<file path="config.mk">
export PLATFORM = sky130hd
export DESIGN_NAME = shtlp_ram
export DESIGN_NICKNAME = d
export VERILOG_FILES = /design/src/hdl/shtlp_ram.sv
export SDC_FILE = /design/constraint.sdc
export NUM_CORES = 1
export LEC_CHECK = 0
export ABC_AREA = 1
export BUFFER_PORTS_ARGS = -buffer_cell sky130_fd_sc_hd__buf_4
export CELL_PAD_IN_SITES_DETAIL_PLACEMENT = 1
export CELL_PAD_IN_SITES_GLOBAL_PLACEMENT = 2
export CORE_ASPECT_RATIO = 0.6
export CORE_UTILIZATION = 36
export CTS_CLUSTER_DIAMETER = 80
export DETAILED_ROUTE_END_ITERATION = 12
export GPL_ROUTABILITY_DRIVEN = 0
export PLACE_DENSITY_LB_ADDON = 0.15
export SKIP_LAST_GASP = 1
export SYNTH_ARGS = -nofsm -noshare
export SYNTH_HDL_FRONTEND = slang
export SYNTH_SLANG_ARGS = --single-unit
export TNS_END_PERCENT = 20
</file>
<file path="constraint.sdc">
create_clock -name clock -period 0.9 [get_ports clock]
set_input_delay 0 -clock clock [delete_from_list [all_inputs] [get_ports clock]]
set_output_delay 0 -clock clock [all_outputs]
set_load 0.01 [all_outputs]
</file>
<file path="src/hdl/shtlp_ram.sv">
`timescale 1ns / 1ps
`default_nettype none
module shtlp_ram #(
   parameter int WIDTH = 8,
   parameter int DEPTH = 16
) (
   input wire logic clock,
   input wire logic wr_en,
   input wire logic [$clog2(DEPTH)-1:0] wr_addr,
   input wire logic [WIDTH-1:0] wr_data,
   input wire logic [$clog2(DEPTH)-1:0] rd_addr,
   output logic [WIDTH-1:0] rd_data
);
   logic [WIDTH-1:0] mem [DEPTH];
   always_ff @(posedge clock) begin
      if (wr_en) mem[wr_addr] <= wr_data;
      rd_data <= mem[rd_addr];
   end
endmodule
`default_nettype wire

</file>
==> results of run 1 <==
==> how the worst max path moves through the flow <==
stage	startpoint	end
after floorplan	wr_addr[3]	mem[4][0]
after global routing	mem[5][5]	rd_data[5]
final	mem[1][3]	rd_data[3]
after detailed placement	rd_addr[0]	rd_data[6]
after global placement	rd_addr[0]	rd_data[6]
after CTS	mem[11][2]	rd_data[2]
==> Yosys cell counts, drive strengths merged <==
| cell | number | area, um^2 |
|---|---|---|
| nand3 | 97 | 485 |
| edfxtp | 128 | 3840 |
| inv | 102 | 383 |
| buf | 24 | 166 |
| nand2 | 173 | 649 |
| nand3b | 2 | 15.0 |
| dfxtp | 8 | 160 |
| nor2 | 17 | 63.8 |
==> area by class of cell <==
cell class | instances | area share
sequential | 136 | 0.553
multi-input combinational | 289 | 0.192
timing repair buffer | 65 | 0.0805
clock buffer | 18 | 0.0592
inverter | 102 | 0.0528
tap | 203 | 0.0350
clock inverter | 13 | 0.0281
==> power groups by stage <==
stage               clock network, mW  registers (mW)  logic, mW
finish                           7.49            7.13       1.12
detailed placement                  0            7.27       1.04
CTS                              7.59            7.13       1.11
floorplan                           0            7.27      0.500
global route                     7.85            7.14       1.24
global placement                    0            7.26       1.02
==> cell families after synthesis <==
group / Yosys count / synth area share
buffers and inverters: 126 / 0.0952
flip-flops: 136 / 0.694
AND/OR/NAND/NOR: 289 / 0.210
==> flip-flops by register name, summed over array words and instances (netlist names) <==
signal	count
rd_data	8
mem	128
==> routing by layer <==
metal  wire, um  GRT usage  vias to the layer above
met3        663     0.0467                       11
met5          0          0                        -
li1           -          -                     1892
met1       8580      0.324                     2052
met4        141     0.0427                        0
met2       6860      0.305                       72
==> stage by stage <==
step                worst slack, ns  setup TNS, ns  instances   util  hold slack (ns)
finish                      -0.0529         -0.294        826  0.467           0.0437
global route                 -0.128         -0.949        826  0.467           0.0802
CTS                         -0.0574         -0.486        826  0.462           0.0394
detailed placement           -0.224         -12.06        787  0.410            0.324
global placement             -0.245          -8.93        787  0.410            0.317
floorplan                   -0.0508          -3.88        551      -           0.0989
==> worst max-delay path: cells and delay by family, from the launching register on <==
kind / cells / cell delay, ns
flip-flops: 1 / 0.37
AND/OR/NAND/NOR: 5 / 0.41
buffers and inverters: 1 / 0.07
==> timing repair <==
action,4_1_cts,5_1_grt
endpoints found under the setup margin,10,10
hold endpoints to repair,128,0
cloned,0,0
hold buffers,8,0
pin swaps,4,10
gates resized for setup,19,19
==> summary.json, run 1 <==
{
  "initial_antenna_violation_count": {"value": 0},
  "power.internal": {"value": 12.4, "unit": "mW"},
  "final.fill_count": {"value": 1704},
  "timing.reg2reg.worst_path_depth": {"value": 6},
  "tritoncts.num_buffers": {"value": 17},
  "detailed_router_iteration_count_before_antenna_repair": {"value": 8},
  "post_cts_setup_buffer_count": {"value": 0},
  "number_of_synthesis_warnings": {"value": 0},
  "area_occupied_by_multi_input_gates": {"value": 0.00139, "unit": "mm^2"},
  "slowest_stage_delay_cp": {"value": 0.37, "unit": "ns"},
  "dieWidth": {"value": 165, "unit": "um"},
  "postPlaceCellArea": {"value": 0.00636, "unit": "mm^2"},
  "wire_per_inst": {"value": 19.7, "unit": "um"},
  "pwr-share-seq": {"value": 0.453},
  "core_area": {"value": 0.0155, "unit": "mm^2"},
  "critical_path_class": {"value": "reg2reg"},
  "power_switching": {"value": 3.37, "unit": "mW"},
  "post-route-cell-area": {"value": 0.00725, "unit": "mm^2"},
  "power.share.clock": {"value": 0.476},
  "final_common_cell": {"value": "sky130_fd_sc_hd__nand2_1"},
  "h-tree-depth": {"value": 4},
  "holdCritPathClass": {"value": "in2reg"},
  "crit_slowest_cell": {"value": "sky130_fd_sc_hd__edfxtp_1"},
  "first_global_vias": {"value": 4060},
  "hold_path_depth": {"value": 5},
  "synth.ff_latch_count": {"value": 136},
  "worst_ir_drop_vdd": {"value": 1450, "unit": "uV"},
  "clock_tree.root_cell": {"value": "sky130_fd_sc_hd__clkbuf_16"},
  "tritoncts": {"value": "yes"},
  "ff_latch_area": {"value": 0.00401, "unit": "mm^2"},
  "final_max_slew_viol_count": {"value": 0},
  "wire_length_of_the_first_global_routing_pass": {"value": 24600, "unit": "um"},
  "synth_nets": {"value": 569},
  "rsz0062_at_grt": {"value": "yes"},
  "commonest_cells_after_routing_fill_and_taps_aside": {"value": "172 x sky130_fd_sc_hd__nand2_1, 128 x sky130_fd_sc_hd__edfxtp_1, 98 x sky130_fd_sc_hd__inv_1"},
  "via_per_inst": {"value": 4.88},
  "die-area": {"value": 0.0165, "unit": "mm^2"},
  "r2r_slack": {"value": -0.05, "unit": "ns"},
  "setup_viol": {"value": 10},
  "synthesis.area": {"value": 0.00577, "unit": "mm^2"},
  "leakage": {"value": 3.13, "unit": "nW"},
  "setup.worst_path.end_class": {"value": "flop"},
  "rr_startpoint": {"value": "mem[1][3]"},
  "syn_area_per_cell": {"value": 10.5, "unit": "um^2"},
  "clkLatencyLatePin": {"value": 0.41, "unit": "ns"},
  "timing_hold_violations_final": {"value": 0},
  "clkSinkCount": {"value": 136},
  "time_the_final_worst_path_needs_with_i_o_delays_and_setup": {"value": 0.953, "unit": "ns"},
  "grt_max_degree": {"value": 65},
  "detail_route.drc_violations": {"value": 2},
  "portion_of_the_post_synthesis_area_used_by_sequential_elements": {"value": 0.694},
  "count_of_antenna_violating_nets_left_after_detailed_routing": {"value": 0},
  "combPwrFrac": {"value": 0.071},
  "period_share": {"value": 1.06},
  "final.setup.worst_slack": {"value": -0.0529, "unit": "ns"},
  "relSlewSlack": {"value": 0.730},
  "dpl.hpwl": {"value": 10300, "unit": "um"},
  "die_height": {"value": 100, "unit": "um"},
  "fin_worst_skew": {"value": 0.00848, "unit": "ns"},
  "critical_path_required": {"value": 1.20, "unit": "ns"},
  "via_count": {"value": 4027},
  "series_of_cell_instances_along_the_critical_path": {"value": "inv_1, nand2_1, nand3_1, nand3_2, nand3_1, nand2_1"},
  "whs_endpoint": {"value": "rd_data[3]"},
  "worst_margin_pin_slew": {"value": 0.404, "unit": "ns"},
  "buffer_levels_on_the_longest_clock_path": {"value": 2},
  "design.final.nets": {"value": 629},
  "failed_checks": {"value": "design-rule violations, negative setup slack"},
  "detailedRoute.firstIterationViolations": {"value": 214},
  "cp.arrival": {"value": 1.26, "unit": "ns"},
  "crit_path_start_kind": {"value": "flop"},
  "swShare": {"value": 0.214},
  "clk_pin_slew": {"value": 0.06, "unit": "ns"},
  "io-pin-count": {"value": 26},
  "cap_viol_max_count": {"value": 0},
  "crit_fanout": {"value": 1},
  "num_antenna_cells": {"value": 0},
  "totalPowerFinal": {"value": 15.7, "unit": "mW"},
  "post_synth_num_cell_types": {"value": 12},
  "floorplan_row_count": {"value": 35},
  "start_util": {"value": 0.372},
  "power_density_cells": {"value": 2170, "unit": "mW/mm^2"},
  "rr_endpoint": {"value": "rd_data[3]"},
  "netlist_instances": {"value": 551},
  "routed_wl": {"value": 16200, "unit": "um"},
  "achievable-frequency": {"value": 1050, "unit": "MHz"},
  "outcome": {"value": "complete, but fails checks"},
  "overflow": {"value": 0},
  "hold_path_startpoint": {"value": "rd_addr[1]"},
  "placement.io_buffers": {"value": 25},
  "drive_above_1_share": {"value": 0.201},
  "grt_util_all_layers": {"value": 0.211},
  "areaGrowthSynthToFinish": {"value": 25.7, "unit": "%"}
}
(Power assumes the default switching activity.)
==> run 2: changes to the inputs <==
==> constraint.sdc (replaced) <==
create_clock -name clock -period 0.9 [get_ports clock]
set_input_delay 0.135 -clock clock [delete_from_list [all_inputs] [get_ports clock]]
set_output_delay 0.135 -clock clock [all_outputs]
set_load 0.01 [all_outputs]
==> run 2 against run 1 <==
Effect of this change:
- count of clock-buffer cells in the layout fell by 1
- clock skew fell by 0.0024 ns
- critical path depth is 5 lower
- maximum frequency down 7.5%
- critical endpoint is now rd_data[0]
- cell area is 2.5% higher
- global-route usage about the same
- final cell count up 1.1%
- register-to-register slack got worse by 0.07 ns
- utilization increased by 1.1 points
- highest routed layer unchanged
- the flow still finishes with violations (design-rule violations, negative setup slack)
==> summary.json, run 2 (synthesis results as in run 1) <==
{
  "crit_fanout": {"value": 1, "change": "unchanged"},
  "dieWidth": {"value": 165, "unit": "um", "change": "unchanged"},
  "setup.worst_path.end_class": {"value": "output port"},
  "power_switching": {"value": 3.57, "unit": "mW", "change": "+5.8%"},
  "clk_pin_slew": {"value": 0.06, "unit": "ns", "change": "about the same"},
  "placement.io_buffers": {"value": 25, "change": "unchanged"},
  "grt_util_all_layers": {"value": 0.211, "change": "about the same"},
  "design.final.nets": {"value": 637, "change": "+1.3%"},
  "final.setup.worst_slack": {"value": -0.130, "unit": "ns", "change": "-0.0776 ns"},
  "start_util": {"value": 0.372, "change": "unchanged"},
  "max_ffs_per_register": {"value": 128, "change": "unchanged"},
  "final_max_slew_viol_count": {"value": 0, "change": "unchanged"},
  "achievable-frequency": {"value": 970, "unit": "MHz", "change": "-7.5%"},
  "series_of_cell_instances_along_the_critical_path": {"value": "buf_6"},
  "worst_ir_drop_vdd": {"value": 1050, "unit": "uV", "change": "-28%"},
  "via_count": {"value": 3964, "change": "-1.6%"},
  "post-route-util": {"value": 0.479, "change": "+0.0115"},
  "wire_length_of_the_first_global_routing_pass": {"value": 24600, "unit": "um", "change": "-0.26%"},
  "largest_register": {"value": "mem"},
  "outcome": {"value": "complete, but fails checks"},
  "areaGrowthSynthToFinish": {"value": 28.7, "unit": "%"},
  "power_density_cells": {"value": 2120, "unit": "mW/mm^2", "change": "-2.4%"},
  "timing_hold_violations_final": {"value": 0, "change": "unchanged"},
  "fin_worst_skew": {"value": 0.00606, "unit": "ns", "change": "-0.00242 ns"},
  "power.internal": {"value": 12.2, "unit": "mW", "change": "-1.6%"},
  "leakage": {"value": 3.18, "unit": "nW", "change": "+1.8%"},
  "crit_path_start_kind": {"value": "flop"},
  "cap_viol_max_count": {"value": 0, "change": "unchanged"},
  "setup_viol": {"value": 16, "change": "+6"},
  "combPwrFrac": {"value": 0.076, "change": "+0.005"},
  "final.fill_count": {"value": 1678, "change": "-1.5%"},
  "critical_path_class": {"value": "reg2out"},
  "slowest_stage_delay_cp": {"value": 0.36, "unit": "ns", "change": "about the same"},
  "dpl.hpwl": {"value": 10600, "unit": "um", "change": "+3.1%"},
  "core_area": {"value": 0.0155, "unit": "mm^2", "change": "unchanged"},
  "overflow": {"value": 0, "change": "unchanged"},
  "die_height": {"value": 100, "unit": "um", "change": "unchanged"},
  "clkLatencyLatePin": {"value": 0.42, "unit": "ns", "change": "about the same"},
  "cp.arrival": {"value": 0.90, "unit": "ns", "change": "-0.36 ns"},
  "final_common_cell": {"value": "sky130_fd_sc_hd__nand2_1"},
  "commonest_cells_after_routing_fill_and_taps_aside": {"value": "171 x sky130_fd_sc_hd__nand2_1, 128 x sky130_fd_sc_hd__edfxtp_1, 99 x sky130_fd_sc_hd__inv_1"},
  "buffer_levels_on_the_longest_clock_path": {"value": 2, "change": "unchanged"},
  "routed_wl": {"value": 16100, "unit": "um", "change": "-1.2%"},
  "num_antenna_cells": {"value": 0, "change": "unchanged"},
  "tritoncts": {"value": "yes"},
  "first_global_vias": {"value": 4201, "change": "+3.5%"},
  "worst_margin_pin_slew": {"value": 0.318, "unit": "ns", "change": "-0.0862 ns"},
  "tritoncts.num_buffers": {"value": 17, "change": "unchanged"},
  "crit_slowest_cell": {"value": "sky130_fd_sc_hd__dfxtp_2"},
  "io-pin-count": {"value": 26, "change": "unchanged"},
  "time_the_final_worst_path_needs_with_i_o_delays_and_setup": {"value": 1.03, "unit": "ns", "change": "+0.0776 ns"},
  "pwr-share-seq": {"value": 0.453, "change": "about the same"},
  "relSlewSlack": {"value": 0.787, "change": "+0.0571"},
  "h-tree-depth": {"value": 4, "change": "unchanged"},
  "holdCritPathClass": {"value": "in2reg"},
  "critical_path_required": {"value": 0.76, "unit": "ns", "change": "-0.44 ns"},
  "die-area": {"value": 0.0165, "unit": "mm^2", "change": "unchanged"},
  "clkSinkCount": {"value": 136, "change": "unchanged"},
  "cp_top_delay_family": {"value": "flip-flops"},
  "post_cts_setup_buffer_count": {"value": 0, "change": "unchanged"},
  "detailed_router_iteration_count_before_antenna_repair": {"value": 9, "change": "+1"},
  "r2r_slack": {"value": -0.12, "unit": "ns", "change": "-0.07 ns"},
  "post-route-cell-area": {"value": 0.00742, "unit": "mm^2", "change": "+2.5%"},
  "swShare": {"value": 0.227, "change": "+0.0124"},
  "reg.largest.list": {"value": "mem x128, rd_data x8"},
  "wire_per_inst": {"value": 19.2, "unit": "um", "change": "-2.2%"},
  "detail_route.drc_violations": {"value": 4, "change": "+2"},
  "postPlaceCellArea": {"value": 0.00667, "unit": "mm^2", "change": "+4.9%"},
  "failed_checks": {"value": "design-rule violations, negative setup slack"},
  "floorplan_row_count": {"value": 35, "change": "unchanged"},
  "grt_max_degree": {"value": 48, "change": "-26%"},
  "drive_above_1_share": {"value": 0.233, "change": "+0.0320"},
  "initial_antenna_violation_count": {"value": 0, "change": "unchanged"},
  "count_of_antenna_violating_nets_left_after_detailed_routing": {"value": 0, "change": "unchanged"},
  "rsz0062_at_grt": {"value": "yes"},
  "via_per_inst": {"value": 4.75, "change": "-2.6%"},
  "clock_tree.root_cell": {"value": "sky130_fd_sc_hd__clkbuf_16"},
  "detailedRoute.firstIterationViolations": {"value": 214, "change": "unchanged"},
  "power.share.clock": {"value": 0.471, "change": "-0.005"},
  "worst-path-buf-inv": {"value": 1, "change": "unchanged"},
  "period_share": {"value": 1.14, "change": "+0.0862"}
}
run 2: changes by cell type in the layout (fill, tap and decap cells not counted), sizes merged:
cell and delta:
clkinvlp -1, inv +5, clkbuf -1, buf +16, dlygate4sd3 -8, bufinv -1
clkinv -1
run 2: metrics by stage:
step / total power, mW / hold slack, ns / setup WS [ns] / std cells / setup TNS, ns
finish: 15.7 / 0.0699 / -0.130 / 835 / -1.34
floorplan: 7.78 / 0.234 / -0.109 / 551 / -9.94
global placement: 8.39 / 0.494 / -0.438 / 803 / -36.71
global route: 16.2 / 0.0789 / -0.158 / 835 / -2.13
CTS: 15.9 / 0.0611 / -0.137 / 835 / -1.73
detailed placement: 8.41 / 0.507 / -0.438 / 803 / -41.11
run 2: final cells by class:
type                       count  area [um^2]  area share
clock buffer                  17          425      0.0573
clock inverter                15          196      0.0265
inverter                     102          383      0.0516
multi-input combinational    289         1380       0.186
sequential                   136         4010       0.539
tap                          203          254      0.0342
timing repair buffer          73          777       0.105
run 2: power groups by stage:
| stage | sequential (mW) | clock (mW) | combinational, mW |
|---|---|---|---|
| after floorplan | 7.27 | 0 | 0.513 |
| after global placement | 7.25 | 0 | 1.13 |
| after detailed placement | 7.26 | 0 | 1.15 |
| after CTS | 7.13 | 7.57 | 1.18 |
| after global routing | 7.14 | 7.78 | 1.31 |
| final | 7.13 | 7.42 | 1.20 |
run 2: path summary, 6_finish.rpt:
check,from,end,cells past startpoint
worst min register to register,mem[10][7],rd_data[7],6
worst min-delay path,wr_data[4],mem[0][4],1
worst max-delay path,rd_data[0],rd_data[0],1
worst max register to register,mem[5][7],rd_data[7],6
run 2: what timing repair did:
action / 4_1_cts / 5_1_grt
pin swaps: 8 / 10
endpoints found under the setup margin: 16 / 16
endpoints found under the hold margin: 0 / 0
hold buffers: 0 / 0
gates resized for setup: 14 / 15
run 2: worst reg2reg max path: stages, from the launching register on:
cell and delay (ns):
sky130_fd_sc_hd__edfxtp_1 0.37, sky130_fd_sc_hd__inv_1 0.08, sky130_fd_sc_hd__nand2_1 0.06, sky130_fd_sc_hd__nand3_1 0.13, sky130_fd_sc_hd__nand3_2 0.11, sky130_fd_sc_hd__nand3_4 0.11, sky130_fd_sc_hd__nand2_1 0.06
run 2: metal layers:
metal / part of all wire / vias up / GRT usage
met2: 0.45 / 61 / 0.325
met5: 0 / - / 0
met3: 0.034 / 13 / 0.0426
met4: 0.0090 / 0 / 0.0594
met1: 0.50 / 1983 / 0.303
li1: - / 1907 / -
==> run 3: changes to the inputs <==
SETUP_SLACK_MARGIN = 0.3   (was unset)
==> run 3 against run 2 <==
Effect of this change:
- critical path depth rose by 5
- count of clock-buffer cells in the layout stayed put
- the run still ends with design-rule violations, negative setup slack left
- die area did not move
- final cell count stayed put
- sequential power is essentially flat
- setup slack better by 0.0051 ns
- register-to-register slack barely moved
- flip-flop and latch count is the same
- combinational power increased by 10%
- global-route usage up 0.18 points
==> summary.json, run 3 (synthesis results as in run 1) <==
{
  "final_tns_setup": {"value": -1.17, "unit": "ns", "change": "+0.170 ns"},
  "overflow": {"value": 0, "change": "unchanged"},
  "areaGrowthSynthToFinish": {"value": 33.3, "unit": "%"},
  "time_the_final_worst_path_needs_with_i_o_delays_and_setup": {"value": 1.03, "unit": "ns", "change": "-0.00514 ns"},
  "cp.arrival": {"value": 1.33, "unit": "ns", "change": "+0.43 ns"},
  "leakage": {"value": 3.27, "unit": "nW", "change": "+2.7%"},
  "crit_fanout": {"value": 1, "change": "unchanged"},
  "outcome": {"value": "complete, but fails checks"},
  "critical_path_required": {"value": 1.21, "unit": "ns", "change": "+0.45 ns"},
  "wire_length_of_the_first_global_routing_pass": {"value": 24700, "unit": "um", "change": "+0.70%"},
  "buffer_levels_on_the_longest_clock_path": {"value": 2, "change": "unchanged"},
  "r2r_slack": {"value": -0.13, "unit": "ns", "change": "about the same"},
  "worst_margin_pin_slew": {"value": 0.318, "unit": "ns", "change": "-0.000514 ns"},
  "timing.reg2reg.worst_path_depth": {"value": 6, "change": "unchanged"},
  "slowest_stage_delay_cp": {"value": 0.37, "unit": "ns", "change": "about the same"},
  "final_common_cell": {"value": "sky130_fd_sc_hd__nand2_1"},
  "rr_endpoint": {"value": "rd_data[7]"},
  "timing_hold_violations_final": {"value": 0, "change": "unchanged"},
  "grt_util_all_layers": {"value": 0.213, "change": "+0.00182"},
  "count_of_antenna_violating_nets_left_after_detailed_routing": {"value": 0, "change": "unchanged"},
  "placement.io_buffers": {"value": 25, "change": "unchanged"},
  "first_global_vias": {"value": 4233, "change": "+0.76%"},
  "h-tree-depth": {"value": 4, "change": "unchanged"},
  "cts_hold_buffers": {"value": 0, "change": "unchanged"},
  "max_ffs_per_register": {"value": 128, "change": "unchanged"},
  "power_switching": {"value": 3.63, "unit": "mW", "change": "+1.7%"},
  "place_inst": {"value": 803, "change": "unchanged"},
  "pwr-share-seq": {"value": 0.450, "change": "-0.003"},
  "cap_viol_max_count": {"value": 0, "change": "unchanged"},
  "detail_route.drc_violations": {"value": 4, "change": "unchanged"},
  "num_antenna_cells": {"value": 0, "change": "unchanged"},
  "crit_slowest_cell": {"value": "sky130_fd_sc_hd__edfxtp_1"},
  "design.final.nets": {"value": 637, "change": "unchanged"},
  "clkSinkCount": {"value": 136, "change": "unchanged"},
  "clock_tree.root_cell": {"value": "sky130_fd_sc_hd__clkbuf_16"},
  "drive_above_1_share": {"value": 0.301, "change": "+0.0680"},
  "critical_path.most_common_cell": {"value": "sky130_fd_sc_hd__nand2_1"},
  "largest_register": {"value": "mem"},
  "final.fill_count": {"value": 1637, "change": "-2.4%"},
  "crit_path_start_kind": {"value": "flop"},
  "start_util": {"value": 0.372, "change": "unchanged"},
  "via_count": {"value": 3984, "change": "+0.50%"},
  "tritoncts": {"value": "yes"},
  "failed_checks": {"value": "design-rule violations, negative setup slack"},
  "clkLatencyLatePin": {"value": 0.42, "unit": "ns", "change": "about the same"},
  "initial_antenna_violation_count": {"value": 0, "change": "unchanged"},
  "detailed_router_iteration_count_before_antenna_repair": {"value": 8, "change": "-1"},
  "whs_endpoint": {"value": "mem[3][4]"},
  "routed_wl": {"value": 16300, "unit": "um", "change": "+1.4%"},
  "power.share.clock": {"value": 0.467, "change": "-0.004"},
  "first_element_of_the_critical_path": {"value": "mem[5][7]"},
  "power_density_cells": {"value": 2060, "unit": "mW/mm^2", "change": "-2.6%"},
  "floorplan_row_count": {"value": 35, "change": "unchanged"},
  "relSlewSlack": {"value": 0.788, "change": "about the same"},
  "area_occupied_by_multi_input_gates": {"value": 0.00159, "unit": "mm^2", "change": "+15%"},
  "core_area": {"value": 0.0155, "unit": "mm^2", "change": "unchanged"},
  "combPwrFrac": {"value": 0.083, "change": "+0.007"},
  "totalPowerFinal": {"value": 15.9, "unit": "mW", "change": "+0.81%"},
  "setup_viol": {"value": 16, "change": "unchanged"},
  "setup.worst_path.end_class": {"value": "flop"},
  "reg.largest.list": {"value": "mem x128, rd_data x8"},
  "clk_pin_slew": {"value": 0.06, "unit": "ns", "change": "about the same"},
  "rr_startpoint": {"value": "mem[5][7]"},
  "grt_max_degree": {"value": 48, "change": "unchanged"},
  "hold_path_depth": {"value": 1, "change": "unchanged"},
  "swShare": {"value": 0.229, "change": "+0.00204"},
  "final.setup.worst_slack": {"value": -0.125, "unit": "ns", "change": "+0.00514 ns"},
  "dpl.hpwl": {"value": 10600, "unit": "um", "change": "unchanged"},
  "post_cts_setup_buffer_count": {"value": 0, "change": "unchanged"},
  "final-instance-count-excl-fill": {"value": 835, "change": "unchanged"},
  "via_per_inst": {"value": 4.77, "change": "+0.50%"},
  "dieWidth": {"value": 165, "unit": "um", "change": "unchanged"},
  "commonest_cells_after_routing_fill_and_taps_aside": {"value": "165 x sky130_fd_sc_hd__nand2_1, 128 x sky130_fd_sc_hd__edfxtp_1, 97 x sky130_fd_sc_hd__inv_1"},
  "critical_path_class": {"value": "reg2reg"},
  "ff_latch_area": {"value": 0.00401, "unit": "mm^2", "change": "+0.22%"},
  "hold_path_startpoint": {"value": "wr_data[4]"},
  "final_max_slew_viol_count": {"value": 0, "change": "unchanged"},
  "die-area": {"value": 0.0165, "unit": "mm^2", "change": "unchanged"},
  "period_share": {"value": 1.14, "change": "-0.00571"},
  "worst_ir_drop_vdd": {"value": 1040, "unit": "uV", "change": "-0.78%"},
  "holdCritPathClass": {"value": "in2reg"},
  "wire_per_inst": {"value": 19.5, "unit": "um", "change": "+1.4%"},
  "die_height": {"value": 100, "unit": "um", "change": "unchanged"},
  "power.internal": {"value": 12.2, "unit": "mW", "change": "+0.55%"},
  "tritoncts.num_buffers": {"value": 17, "change": "unchanged"},
  "whs": {"value": 0.0728, "unit": "ns", "change": "+0.00287 ns"},
  "rsz0062_at_grt": {"value": "yes"},
  "series_of_cell_instances_along_the_critical_path": {"value": "inv_1, nand2_1, nand3_1, nand3_2, nand3_4, nand2_1"},
  "achievable-frequency": {"value": 975, "unit": "MHz", "change": "+0.50%"},
  "fin_worst_skew": {"value": 0.00809, "unit": "ns", "change": "+0.00203 ns"},
  "detailedRoute.firstIterationViolations": {"value": 265, "change": "+24%"},
  "io-pin-count": {"value": 26, "change": "unchanged"}
}
run 3: cell count changes in the layout (fill, tap and decap cells not counted), moves of 4 or more:
cell and change:
sky130_fd_sc_hd__nand2_1 -6, sky130_fd_sc_hd__buf_6 +11, sky130_fd_sc_hd__buf_4 -11, sky130_fd_sc_hd__nor2_4 +4, sky130_fd_sc_hd__nand3_2 +24, sky130_fd_sc_hd__dfxtp_1 -7
sky130_fd_sc_hd__nand3_1 -27, sky130_fd_sc_hd__dfxtp_2 +7
run 3: what timing repair did:
item / 4_1_cts / 5_1_grt
endpoints found under the setup margin: 144 / 144
pin swaps: 26 / 26
gates resized for setup: 56 / 37
run 3: layer usage:
layer  up-vias  GRT usage  routed length [um]
met5         -          0                   0
met3        11     0.0442                 600
met4         0     0.0629                 138
met1      2009      0.302                8100
li1       1907          -                   -
met2        57      0.330                7450
run 3: stage by stage:
step	utilization	area [um^2]	setup WS [ns]
6_report	0.496	7680	-0.125
5_1_grt	0.496	7680	-0.160
4_1_cts	0.485	7510	-0.137
3_5_place_dp	0.430	6670	-0.438
3_3_place_gp	0.430	6670	-0.438
2_1_floorplan	-	5810	-0.109
run 3: power by group through the flow:
stage | clock, mW | sequential [mW] | combinational [mW]
floorplan | 0 | 7.27 | 0.513
global placement | 0 | 7.25 | 1.13
detailed placement | 0 | 7.26 | 1.15
CTS | 7.57 | 7.14 | 1.26
global route | 7.76 | 7.15 | 1.43
finish | 7.41 | 7.14 | 1.32
run 3: final cells by class:
class                      count  area share
sequential                   136       0.522
multi-input combinational    289       0.207
timing repair buffer          73       0.106
clock buffer                  17      0.0554
inverter                     102      0.0498
tap                          203      0.0331
clock inverter                15      0.0256
run 3: worst max path at each step:
stage                 endpoint  slack, ns
floorplan           mem[10][0]      -0.11
global placement    rd_data[5]      -0.44
detailed placement  rd_data[5]      -0.44
CTS                 rd_data[0]      -0.14
global route        rd_data[7]      -0.16
finish              rd_data[7]      -0.13
run 3: worst max-delay path: cells and delay by family (launching register included):
kind | cells | cell delay, ns
simple gates | 5 | 0.48
flops | 1 | 0.37
buf+inv | 1 | 0.08
